`src/hdl/assert_macros.svh`:
```
// Assertion macros shared by the heater controller RTL.
`ifndef ASSERT_MACROS_SVH
`define ASSERT_MACROS_SVH
`ifndef NO_ASSERTIONS
// Check a property on every clock edge outside reset.
`define HPC_ASSERT(lbl, prop, msg) \
    lbl: assert property (@(posedge clk) disable iff (!rst_n) (prop)) else $error(msg);
// Check that a condition is followed by a result in the next cycle.
`define HPC_ASSERT_NEXT(lbl, pre, post, msg) \
    lbl: assert property (@(posedge clk) disable iff (!rst_n) (pre) |=> (post)) else $error(msg);
`else
`define HPC_ASSERT(lbl, prop, msg)
`define HPC_ASSERT_NEXT(lbl, pre, post, msg)
`endif
`endif

```
`src/hdl/hpc_pkg.sv`:
```
// Shared types and constants of the heater power controller.
package hpc_pkg;

    localparam int IntegralBits = 48;
    localparam int TempW        = 16;
    localparam int DtW          = 16;
    localparam int PowW         = 16;
    localparam int GainW        = 24;
    localparam int BandW        = 12;
    localparam int ErrW         = TempW + 1;
    localparam int DerrW        = ErrW + 1;
    localparam int IncW         = ErrW + DtW + 1;
    localparam int MulAW        = GainW;
    localparam int IhiW         = IntegralBits - MulAW;
    localparam int MulBW        = (IhiW > MulAW) ? IhiW : MulAW;
    localparam int ProdW        = MulAW + MulBW;
    localparam int SatBit       = 62;
    localparam int MagW         = (MulAW + IntegralBits > SatBit + 1) ?
                                  MulAW + IntegralBits : SatBit + 1;
    localparam int SumW         = SatBit + 3;
    localparam int FracBits     = 12;
    localparam int RawW         = SumW - FracBits;
    localparam int DivW         = GainW + DerrW - 1;
    localparam int DivCntW      = $clog2(DivW);
    localparam int SatAddW      = ((IntegralBits > IncW) ? IntegralBits : IncW) + 1;
    localparam int CfgIdxW      = 3;
    localparam int CfgDataW     = 24;
    localparam int InDataW      = 3 * TempW;

    // Configuration register indexes
    localparam logic [CfgIdxW-1:0] CFG_MODE    = 3'd0;
    localparam logic [CfgIdxW-1:0] CFG_BAND    = 3'd1;
    localparam logic [CfgIdxW-1:0] CFG_MIN_PWR = 3'd2;
    localparam logic [CfgIdxW-1:0] CFG_MAX_PWR = 3'd3;
    localparam logic [CfgIdxW-1:0] CFG_GAIN_P  = 3'd4;
    localparam logic [CfgIdxW-1:0] CFG_GAIN_I  = 3'd5;
    localparam logic [CfgIdxW-1:0] CFG_GAIN_D  = 3'd6;

    typedef enum logic [4:0] {
        ST_IDLE, ST_DECIDE, ST_CLEAR, ST_HYST, ST_MINC, ST_INTEG, ST_MILO, ST_MIHI,
        ST_ADDI, ST_MULP, ST_ADDP, ST_MULD, ST_DSTART, ST_DSTEP, ST_ADDD, ST_FINISH,
        ST_OUT
    } state_t;

    typedef enum logic [3:0] {
        OP_NONE, OP_CLEAR, OP_HYST, OP_MINC, OP_INTEG, OP_MILO, OP_MIHI, OP_ADDI,
        OP_MULP, OP_ADDP, OP_MULD, OP_DSTART, OP_DSTEP, OP_ADDD, OP_FINISH
    } op_t;

    typedef struct packed {
        op_t  op;
        logic take_in;
        logic load_out;
    } hpc_cmd_t;

    typedef struct packed {
        logic clear_req;
        logic pid_mode;
        logic dterm_en;
        logic out_free;
    } hpc_sts_t;

endpackage

```
`src/hdl/hpc_ctrl.sv`:
```
// Sequencer that steps the datapath through one control update.
`include "assert_macros.svh"
module hpc_ctrl
    import hpc_pkg::*;
(
    input  logic     clk,
    input  logic     rst_n,
    input  logic     s_tvalid,
    output logic     s_tready,
    input  hpc_sts_t sts,
    output hpc_cmd_t cmd
);

    state_t              state_reg, state_next;
    logic [DivCntW-1:0]  cnt_reg, cnt_next;

    // Hold state and divide step count
    always_ff @(posedge clk or negedge rst_n)
    begin
        if (!rst_n)
        begin
            state_reg <= ST_IDLE;
            cnt_reg   <= '0;
        end
        else
        begin
            state_reg <= state_next;
            cnt_reg   <= cnt_next;
        end
    end

    // Advance through the update sequence
    always_comb
    begin
        state_next = state_reg;
        cnt_next   = '0;
        case (state_reg)
            ST_IDLE:   if (s_tvalid) state_next = ST_DECIDE;
            ST_DECIDE:
            begin
                if (sts.clear_req)     state_next = ST_CLEAR;
                else if (sts.pid_mode) state_next = ST_MINC;
                else                   state_next = ST_HYST;
            end
            ST_CLEAR:  state_next = ST_OUT;
            ST_HYST:   state_next = ST_OUT;
            ST_MINC:   state_next = ST_INTEG;
            ST_INTEG:  state_next = ST_MILO;
            ST_MILO:   state_next = ST_MIHI;
            ST_MIHI:   state_next = ST_ADDI;
            ST_ADDI:   state_next = ST_MULP;
            ST_MULP:   state_next = ST_ADDP;
            ST_ADDP:   state_next = ST_MULD;
            ST_MULD:   state_next = ST_DSTART;
            ST_DSTART: state_next = sts.dterm_en ? ST_DSTEP : ST_FINISH;
            ST_DSTEP:
            begin
                if (cnt_reg == DivCntW'(DivW - 1)) state_next = ST_ADDD;
                else                               cnt_next   = cnt_reg + 1'b1;
            end
            ST_ADDD:   state_next = ST_FINISH;
            ST_FINISH: state_next = ST_OUT;
            ST_OUT:    if (sts.out_free) state_next = ST_IDLE;
            default:   state_next = ST_IDLE;
        endcase
    end

    // Drive datapath commands
    always_comb
    begin
        cmd      = '{op: OP_NONE, take_in: 1'b0, load_out: 1'b0};
        s_tready = 1'b0;
        case (state_reg)
            ST_IDLE:
            begin
                s_tready    = 1'b1;
                cmd.take_in = s_tvalid;
            end
            ST_CLEAR:  cmd.op = OP_CLEAR;
            ST_HYST:   cmd.op = OP_HYST;
            ST_MINC:   cmd.op = OP_MINC;
            ST_INTEG:  cmd.op = OP_INTEG;
            ST_MILO:   cmd.op = OP_MILO;
            ST_MIHI:   cmd.op = OP_MIHI;
            ST_ADDI:   cmd.op = OP_ADDI;
            ST_MULP:   cmd.op = OP_MULP;
            ST_ADDP:   cmd.op = OP_ADDP;
            ST_MULD:   cmd.op = OP_MULD;
            ST_DSTART: cmd.op = OP_DSTART;
            ST_DSTEP:  cmd.op = OP_DSTEP;
            ST_ADDD:   cmd.op = OP_ADDD;
            ST_FINISH: cmd.op = OP_FINISH;
            ST_OUT:    cmd.load_out = sts.out_free;
            default:   cmd.op = OP_NONE;
        endcase
    end

    `HPC_ASSERT(a_load_free, !cmd.load_out || sts.out_free, "result loaded over a pending word")
    `HPC_ASSERT_NEXT(a_skip_div, (state_reg == ST_DSTART) && !sts.dterm_en, state_reg == ST_FINISH, "divide not skipped")
    `HPC_ASSERT(a_cnt_range, (state_reg != ST_DSTEP) || (cnt_reg < DivCntW'(DivW)), "divide count overrun")

endmodule

```
`src/hdl/hpc_dpath.sv`:
```
// Datapath: configuration, controller state, shared multiplier and serial divider.
module hpc_dpath
    import hpc_pkg::*;
(
    input  logic                clk,
    input  logic                rst_n,
    input  hpc_cmd_t            cmd,
    output hpc_sts_t            sts,
    input  logic [InDataW-1:0]  in_data,
    input  logic                in_clear,
    input  logic                cfg_we,
    input  logic [CfgIdxW-1:0]  cfg_index,
    input  logic [CfgDataW-1:0] cfg_data,
    output logic                out_valid,
    input  logic                out_ready,
    output logic [PowW-1:0]     out_power,
    output logic                out_limited
);

    // Configuration
    logic                     mode_reg;
    logic [BandW-1:0]         band_reg;
    logic signed [PowW-1:0]   min_reg, max_reg;
    logic signed [GainW-1:0]  gp_reg, gi_reg, gd_reg;

    // Controller state
    logic signed [IntegralBits-1:0] int_reg, before_reg;
    logic signed [ErrW-1:0]   last_err_reg;
    logic                     last_valid_reg, heater_reg;

    // Working registers
    logic signed [ErrW-1:0]   err_reg;
    logic [DtW-1:0]           dt_reg;
    logic                     clr_reg;
    logic [ProdW-1:0]         prod_reg;
    logic [2*MulAW-1:0]       lo_reg;
    logic signed [SumW-1:0]   sum_reg;
    logic [DivW-1:0]          quo_reg;
    logic [DtW-1:0]           rem_reg;
    logic signed [PowW-1:0]   res_power_reg;
    logic                     res_lim_reg;
    logic                     out_valid_reg;
    logic signed [PowW-1:0]   out_power_reg;
    logic                     out_lim_reg;

    logic signed [TempW-1:0]  in_meas, in_targ;
    logic [ErrW-1:0]          err_mag;
    logic signed [DerrW-1:0]  derr;
    logic [DerrW-1:0]         derr_mag;
    logic [IntegralBits-1:0]  int_mag;
    logic [GainW-1:0]         gp_mag, gi_mag, gd_mag;
    logic [MulAW-1:0]         mul_a;
    logic [MulBW-1:0]         mul_b;
    logic signed [IncW-1:0]   inc;
    logic signed [SatAddW-1:0] isum, int_hi, int_lo;
    logic signed [IntegralBits-1:0] int_new;
    logic [MagW-1:0]          imag, isat;
    logic signed [SumW-1:0]   iterm, pterm, dterm;
    logic signed [SumW-1:0]   rq;
    logic signed [RawW-1:0]   raw, min_x, max_x;
    logic                     lim_lo, lim_hi;
    logic signed [PowW-1:0]   pid_power;
    logic signed [DerrW-1:0]  err2, band_p, band_n;
    logic                     heater_new;
    logic [DtW:0]             trial;
    logic                     ge;

    function automatic logic signed [PowW-1:0] clamp_pow(
        input logic signed [PowW-1:0] v,
        input logic signed [PowW-1:0] lo,
        input logic signed [PowW-1:0] hi
    );
        if (v < lo)      return lo;
        else if (v > hi) return hi;
        else             return v;
    endfunction

    assign in_meas = in_data[TempW-1:0];
    assign in_targ = in_data[2*TempW-1:TempW];

    // Magnitudes of signed operands
    assign err_mag  = err_reg[ErrW-1] ? ErrW'(-err_reg) : ErrW'(err_reg);
    assign derr     = DerrW'(err_reg) - DerrW'(last_err_reg);
    assign derr_mag = derr[DerrW-1] ? DerrW'(-derr) : DerrW'(derr);
    assign int_mag  = int_reg[IntegralBits-1] ? IntegralBits'(-int_reg)
                                              : IntegralBits'(int_reg);
    assign gp_mag   = gp_reg[GainW-1] ? GainW'(-gp_reg) : GainW'(gp_reg);
    assign gi_mag   = gi_reg[GainW-1] ? GainW'(-gi_reg) : GainW'(gi_reg);
    assign gd_mag   = gd_reg[GainW-1] ? GainW'(-gd_reg) : GainW'(gd_reg);

    // Select multiplier operands
    always_comb
    begin
        mul_a = '0;
        mul_b = '0;
        case (cmd.op)
            OP_MINC:
            begin
                mul_a = MulAW'(err_mag);
                mul_b = MulBW'(dt_reg);
            end
            OP_MILO:
            begin
                mul_a = gi_mag;
                mul_b = MulBW'(int_mag[MulAW-1:0]);
            end
            OP_MIHI:
            begin
                mul_a = gi_mag;
                mul_b = MulBW'(int_mag[IntegralBits-1:MulAW]);
            end
            OP_MULP:
            begin
                mul_a = gp_mag;
                mul_b = MulBW'(err_mag);
            end
            OP_MULD:
            begin
                mul_a = gd_mag;
                mul_b = MulBW'(derr_mag);
            end
            default:
            begin
                mul_a = '0;
                mul_b = '0;
            end
        endcase
    end

    // Saturating integral update
    assign inc    = err_reg[ErrW-1] ? -IncW'(prod_reg[ErrW+DtW-1:0])
                                    : IncW'(prod_reg[ErrW+DtW-1:0]);
    assign int_hi = {{(SatAddW-IntegralBits+1){1'b0}}, {(IntegralBits-1){1'b1}}};
    assign int_lo = ~int_hi;
    assign isum   = SatAddW'(int_reg) + SatAddW'(inc);
    assign int_new = (isum > int_hi) ? IntegralBits'(int_hi) :
                     (isum < int_lo) ? IntegralBits'(int_lo) : IntegralBits'(isum);

    // Integral term from two partial products, saturated
    assign imag  = (MagW'(prod_reg) << MulAW) + MagW'(lo_reg);
    assign isat  = (imag > (MagW'(1) << SatBit)) ? (MagW'(1) << SatBit) : imag;
    assign iterm = (gi_reg[GainW-1] ^ int_reg[IntegralBits-1]) ? -SumW'(isat)
                                                                : SumW'(isat);
    assign pterm = (gp_reg[GainW-1] ^ err_reg[ErrW-1]) ? -SumW'(prod_reg)
                                                        : SumW'(prod_reg);
    assign dterm = (gd_reg[GainW-1] ^ derr[DerrW-1]) ? -SumW'(quo_reg)
                                                      : SumW'(quo_reg);

    // Restoring divide step
    assign trial = {rem_reg, quo_reg[DivW-1]};
    assign ge    = trial >= {1'b0, dt_reg};

    // Round, then clamp
    assign rq        = sum_reg + SumW'(2048);
    assign raw       = rq[SumW-1:FracBits];
    assign min_x     = RawW'(min_reg);
    assign max_x     = RawW'(max_reg);
    assign lim_lo    = raw < min_x;
    assign lim_hi    = raw > max_x;
    assign pid_power = lim_lo ? min_reg : lim_hi ? max_reg : raw[PowW-1:0];

    // Hysteresis switching
    assign err2       = {err_reg, 1'b0};
    assign band_p     = DerrW'(band_reg);
    assign band_n     = -band_p;
    assign heater_new = (err2 > band_p) ? 1'b1 : (err2 < band_n) ? 1'b0 : heater_reg;

    // Configuration registers
    always_ff @(posedge clk or negedge rst_n)
    begin
        if (!rst_n)
        begin
            mode_reg <= 1'b0;
            band_reg <= BandW'(32);
            min_reg  <= '0;
            max_reg  <= PowW'(25600);
            gp_reg   <= '0;
            gi_reg   <= '0;
            gd_reg   <= '0;
        end
        else if (cfg_we)
        begin
            case (cfg_index)
                CFG_MODE:    mode_reg <= cfg_data[0];
                CFG_BAND:    band_reg <= cfg_data[BandW-1:0];
                CFG_MIN_PWR: min_reg  <= cfg_data[PowW-1:0];
                CFG_MAX_PWR: max_reg  <= cfg_data[PowW-1:0];
                CFG_GAIN_P:  gp_reg   <= cfg_data[GainW-1:0];
                CFG_GAIN_I:  gi_reg   <= cfg_data[GainW-1:0];
                CFG_GAIN_D:  gd_reg   <= cfg_data[GainW-1:0];
                default:     mode_reg <= mode_reg;
            endcase
        end
    end

    // Controller state and output word valid
    always_ff @(posedge clk or negedge rst_n)
    begin
        if (!rst_n)
        begin
            int_reg        <= '0;
            last_err_reg   <= '0;
            last_valid_reg <= 1'b0;
            heater_reg     <= 1'b0;
            out_valid_reg  <= 1'b0;
        end
        else
        begin
            case (cmd.op)
                OP_CLEAR:
                begin
                    int_reg        <= '0;
                    last_err_reg   <= '0;
                    last_valid_reg <= 1'b0;
                    heater_reg     <= 1'b0;
                end
                OP_HYST:  heater_reg <= heater_new;
                OP_INTEG: int_reg    <= int_new;
                OP_FINISH:
                begin
                    if ((lim_lo || lim_hi) && (gi_reg != '0)) int_reg <= before_reg;
                    last_err_reg   <= err_reg;
                    last_valid_reg <= 1'b1;
                end
                default: heater_reg <= heater_reg;
            endcase
            if (cmd.load_out)  out_valid_reg <= 1'b1;
            else if (out_ready) out_valid_reg <= 1'b0;
        end
    end

    // Working registers
    always_ff @(posedge clk)
    begin
        if (cmd.take_in)
        begin
            err_reg <= ErrW'(in_targ) - ErrW'(in_meas);
            dt_reg  <= in_data[InDataW-1:2*TempW];
            clr_reg <= in_clear;
        end
        prod_reg <= mul_a * mul_b;
        case (cmd.op)
            OP_CLEAR:
            begin
                res_power_reg <= '0;
                res_lim_reg   <= 1'b0;
            end
            OP_HYST:
            begin
                res_power_reg <= clamp_pow(heater_new ? max_reg : min_reg, min_reg, max_reg);
                res_lim_reg   <= 1'b0;
            end
            OP_MINC:   before_reg <= int_reg;
            OP_MIHI:   lo_reg     <= prod_reg[2*MulAW-1:0];
            OP_ADDI:   sum_reg    <= iterm;
            OP_ADDP:   sum_reg    <= sum_reg + pterm;
            OP_DSTART:
            begin
                quo_reg <= prod_reg[DivW-1:0];
                rem_reg <= '0;
            end
            OP_DSTEP:
            begin
                rem_reg <= ge ? DtW'(trial - {1'b0, dt_reg}) : trial[DtW-1:0];
                quo_reg <= {quo_reg[DivW-2:0], ge};
            end
            OP_ADDD:   sum_reg <= sum_reg + dterm;
            OP_FINISH:
            begin
                res_power_reg <= pid_power;
                res_lim_reg   <= lim_lo || lim_hi;
            end
            default:   lo_reg <= lo_reg;
        endcase
        if (cmd.load_out)
        begin
            out_power_reg <= res_power_reg;
            out_lim_reg   <= res_lim_reg;
        end
    end

    assign sts.clear_req = clr_reg;
    assign sts.pid_mode  = mode_reg;
    assign sts.dterm_en  = last_valid_reg && (dt_reg != '0);
    assign sts.out_free  = !out_valid_reg || out_ready;

    assign out_valid   = out_valid_reg;
    assign out_power   = out_power_reg;
    assign out_limited = out_lim_reg;

endmodule

```
`src/hdl/heater_pid_or_hysteresis_control_unit.sv`:
```
// Heater power controller: on/off hysteresis or PID, top level.
// One sample is taken at a time. The length of a PID update is set by the
// 41-step serial divider of the derivative term and by the single shared
// 24-bit multiplier used for the integral, gain and derivative products. The
// divider is skipped on the first sample after reset or a clear, and on a zero
// time step. The input is ready again in the cycle after the result is loaded,
// so the next sample is taken only once the result has been loaded. A finished
// result waits before loading while the previous word is still held on the
// output.
module heater_pid_or_hysteresis_control_unit
    import hpc_pkg::*;
(
    input  logic                clk,
    input  logic                rst_n,
    input  logic                s_tvalid,
    output logic                s_tready,
    input  logic [InDataW-1:0]  s_tdata,   // measured_temp, target_temp, time_step
    input  logic [0:0]          s_tuser,   // command
    output logic                m_tvalid,
    input  logic                m_tready,
    output logic [PowW-1:0]     m_tdata,   // drive_power
    output logic [0:0]          m_tuser,   // was_limited
    input  logic                cfg_we,
    input  logic [CfgIdxW-1:0]  cfg_index,
    input  logic [CfgDataW-1:0] cfg_data
);

    hpc_cmd_t cmd;
    hpc_sts_t sts;

    hpc_ctrl u_ctrl (
        .clk      (clk),
        .rst_n    (rst_n),
        .s_tvalid (s_tvalid),
        .s_tready (s_tready),
        .sts      (sts),
        .cmd      (cmd)
    );

    hpc_dpath u_dpath (
        .clk         (clk),
        .rst_n       (rst_n),
        .cmd         (cmd),
        .sts         (sts),
        .in_data     (s_tdata),
        .in_clear    (s_tuser[0]),
        .cfg_we      (cfg_we),
        .cfg_index   (cfg_index),
        .cfg_data    (cfg_data),
        .out_valid   (m_tvalid),
        .out_ready   (m_tready),
        .out_power   (m_tdata),
        .out_limited (m_tuser[0])
    );

endmodule
```
`config.mk`:
```
export PLATFORM = sky130hd
export DESIGN_NAME = heater_pid_or_hysteresis_control_unit
export DESIGN_NICKNAME = d
export VERILOG_FILES = /design/src/hdl/hpc_pkg.sv /design/src/hdl/hpc_ctrl.sv /design/src/hdl/hpc_dpath.sv /design/src/hdl/heater_pid_or_hysteresis_control_unit.sv
export VERILOG_INCLUDE_DIRS = /design/src /design/src/hdl
export SDC_FILE = /design/constraint.sdc
export NUM_CORES = 2
export LEC_CHECK = 0
export ABC_CLOCK_PERIOD_IN_PS = 11740
export BUFFER_PORTS_ARGS = -buffer_cell sky130_fd_sc_hd__buf_4
export CAP_MARGIN = 10
export CORE_MARGIN = 2
export CORE_UTILIZATION = 49
export DETAILED_ROUTE_END_ITERATION = 10
export GPL_TIMING_DRIVEN = 0
export PLACE_DENSITY = 0.69
export SLEW_MARGIN = 30
export SYNTH_ARGS = -nofsm -noshare
export SYNTH_HDL_FRONTEND = slang
export SYNTH_HIERARCHICAL = 1
export SYNTH_SLANG_ARGS = --single-unit
export TNS_END_PERCENT = 100
```
`constraint.sdc`:
```
create_clock -name clk -period 11.74 [get_ports clk]
set_clock_uncertainty 0.05 [all_clocks]
set_input_delay 0.587 -clock clk [delete_from_list [all_inputs] [get_ports clk]]
set_output_delay 0.587 -clock clk [all_outputs]
set_load 0.02 [all_outputs]
```
==> out/results.tsv <==
metric	value	unit
status	completed	
hold_violations	0	
track_usage	35.1	%
area_growth	9.98	%
clock_path_buffers	3	
worstPathRequired	12.23	ns
fin_setup_tns	0	ns
synth_top_area_share	15.2	%
die_w	366	µm
synth_area	0.0642	mm²
vdd_drop_max	176	µV
vias	58800	
yosysMostFrequentCell	nand2_1	
avgSynthCellArea	8.45	µm²
cts.clk_slew.worst_paths	0.06	ns
vias_per_cell	6.12	
final-setup-viol-count	0	
rows	132	
syn_nets	8704	
yosysWarnings	6	
worst_pin_slew	1.10	ns
relSlewSlack	26.2	%
clock_latency	0.68	ns
max_freq	87.9	MHz
setup_slack	0.367	ns
htreeDepth	3	
period_needed	11.37	ns
drc	0	
worstPathMaxFanout	10	
root_buffer	clkbuf_16	
drtPass1Iterations	8	
yosysSeqAreaShare	22.5	%
synth_edf_count	286	
endpoint_kind	flop	
wire_per_inst	25.0	µm
highest_layer	met5	
multi_input_area	0.0457	mm²
grt_start_max_net_pins	86	
core	0.130	mm²
synth_seq_cells	530	
antenna_found_initial	7	
numCtsBuffers	66	
wirelength	240000	µm
critPathArrivalTime	11.87	ns
p_leak	0.0310	µW
maxCapViolCount	0	
ys_top_cells_by_area	fa_1 15%, edfxtp_1 13%, ha_1 10%	
ys.flop_type	edfxtp_1	
post-synth-top-area-cell	fa_1	
drive_above_1_share	7.44	%
initial_utilization	49.5	%
hold_path_class	input port to flop	
wl_met2	106000	µm
grt_pass1_wl	358000	µm
cts_tree	built	
final-seq-area	0.0145	mm²
worst_path_most_repeated_cell	fa_1	
synth.top_cells.by_count	944 x nand2_1, 855 x inv_1, 633 x nor2_1	
timing.final.crit_share	96.9	%
r2r.worst_path.cells	39	
gr-total-overflow	0	
power_density	262	mW/mm²
die_h	366	µm
worstSetupPathType	flop to flop	
fillers	12200	
slew_violations	0	
gp_congestion	1.05	
largest_reg_flops	65	
wl_met3	21100	µm
holdPathStages	1	
postRouteAntennaNets	0	
dp_hpwl	195000	µm
cpLargestDelayFamily	adder cells	
drtIter0Drc	6483	
start_kind	flop	
port_buffers	97	
synth_cell_types	108	
critPathMaxStageDelay	0.62	ns
cts.sinks	530	
wl_met1	96000	µm
crit_slowest_cell	fa_1	
pin_count	100	
synth_cells	7601	
crit_buf_inv	6	
cp.depth	39	
die-area	0.134	mm²
grt_pass1_vias	57200	
synth-async-reset-ratio	37.0	%
nets	8907	
postLayoutCoreUtil	54.4	%
place_ws	-0.758	ns
## worst paths after layout
check | endpoint | startpoint | slack (ns)
min in group asynchronous | u_ctrl/cnt_reg[0]$_DFF_PN0_ | rst_n | 0.35
worst max register to register | u_dpath/prod_reg[45]$_DFF_P_ | u_dpath/err_reg[0]$_DFFE_PP_ | 0.37
worst min-delay path | u_dpath/clr_reg$_DFFE_PP_ | s_tuser | 0.05
worst min register to register | u_dpath/out_power[5]$_DFFE_PP_ | u_dpath/res_power_reg[5]$_DFFE_PP_ | 0.37
worst max-delay path | u_dpath/prod_reg[45]$_DFF_P_ | u_dpath/err_reg[0]$_DFFE_PP_ | 0.37
max in group asynchronous | u_dpath/int_reg[18]$_DFFE_PN0P_ | rst_n | 10.48
## kinds of logic after synthesis
group                      after synthesis  synth area share, %
AOI/OAI and AO/OA                     1656                 16.9
buffers and inverters                 1218                 7.21
DFF                                    530                 22.5
xor gates and xnor gates               542                 7.41
and+or+nand+nor                       2491                 18.0
adders and majority gates             1022                 25.6
muxes                                  142                 2.39
## metal layers
metal / global-route usage [%] / vias to the layer above
met5: 0 / -
met4: 20.5 / 6
met3: 6.75 / 673
met2: 54.8 / 2851
met1: 45.4 / 28600
li1: - / 26700
## repair_timing
action / CTS / global route
hold endpoints to repair: 34 / 0
pin swaps: 1 / 2
hold buffers: 1 / 0
buffers inserted: 3 / 7
endpoints found under the setup margin: 19 / 18
gates resized for setup: 24 / 121
## stage by stage
stage	area [µm²]	hold WS (ns)	cells	total power, µW
floorplan	64200	0.241	7601	11600
global placement	67100	0.352	9440	15500
detailed placement	67900	0.356	9479	15700
CTS	70400	0.0123	9602	18100
global route	70600	0.0339	9600	19600
finish	70600	0.0495	9603	18500
## power breakdown
group / switching [µW] / internal [µW]
clock: 912 / 1310
combinational: 8600 / 4520
sequential: 585 / 2560
total: 10100 / 8390
## area by class of cell
| cell class | count | area share (%) |
|---|---|---|
| Multi-Input combinational cell | 5853 | 64.6 |
| Sequential cell | 530 | 20.5 |
| Inverter | 857 | 4.56 |
| Tap cell | 1742 | 3.09 |
| Clock buffer | 83 | 2.58 |
| Buffer | 349 | 2.06 |
| Timing Repair Buffer | 147 | 1.82 |
| Clock inverter | 39 | 0.792 |
| Antenna cell | 3 | 0.0106 |
## cells in the final DEF, fill, tap and decap left out, types with 160 or more instances in the layout
cell,n
a21o_1,160
a21oi_1,379
clkbuf_1,261
dfrtp_1,192
edfxtp_1,286
fa_1,488
ha_1,534
inv_1,853
nand2_1,942
nor2_1,624
o21ai_0,356
xnor2_1,293
xor2_1,244
Power figures use the tool's default switching activity.
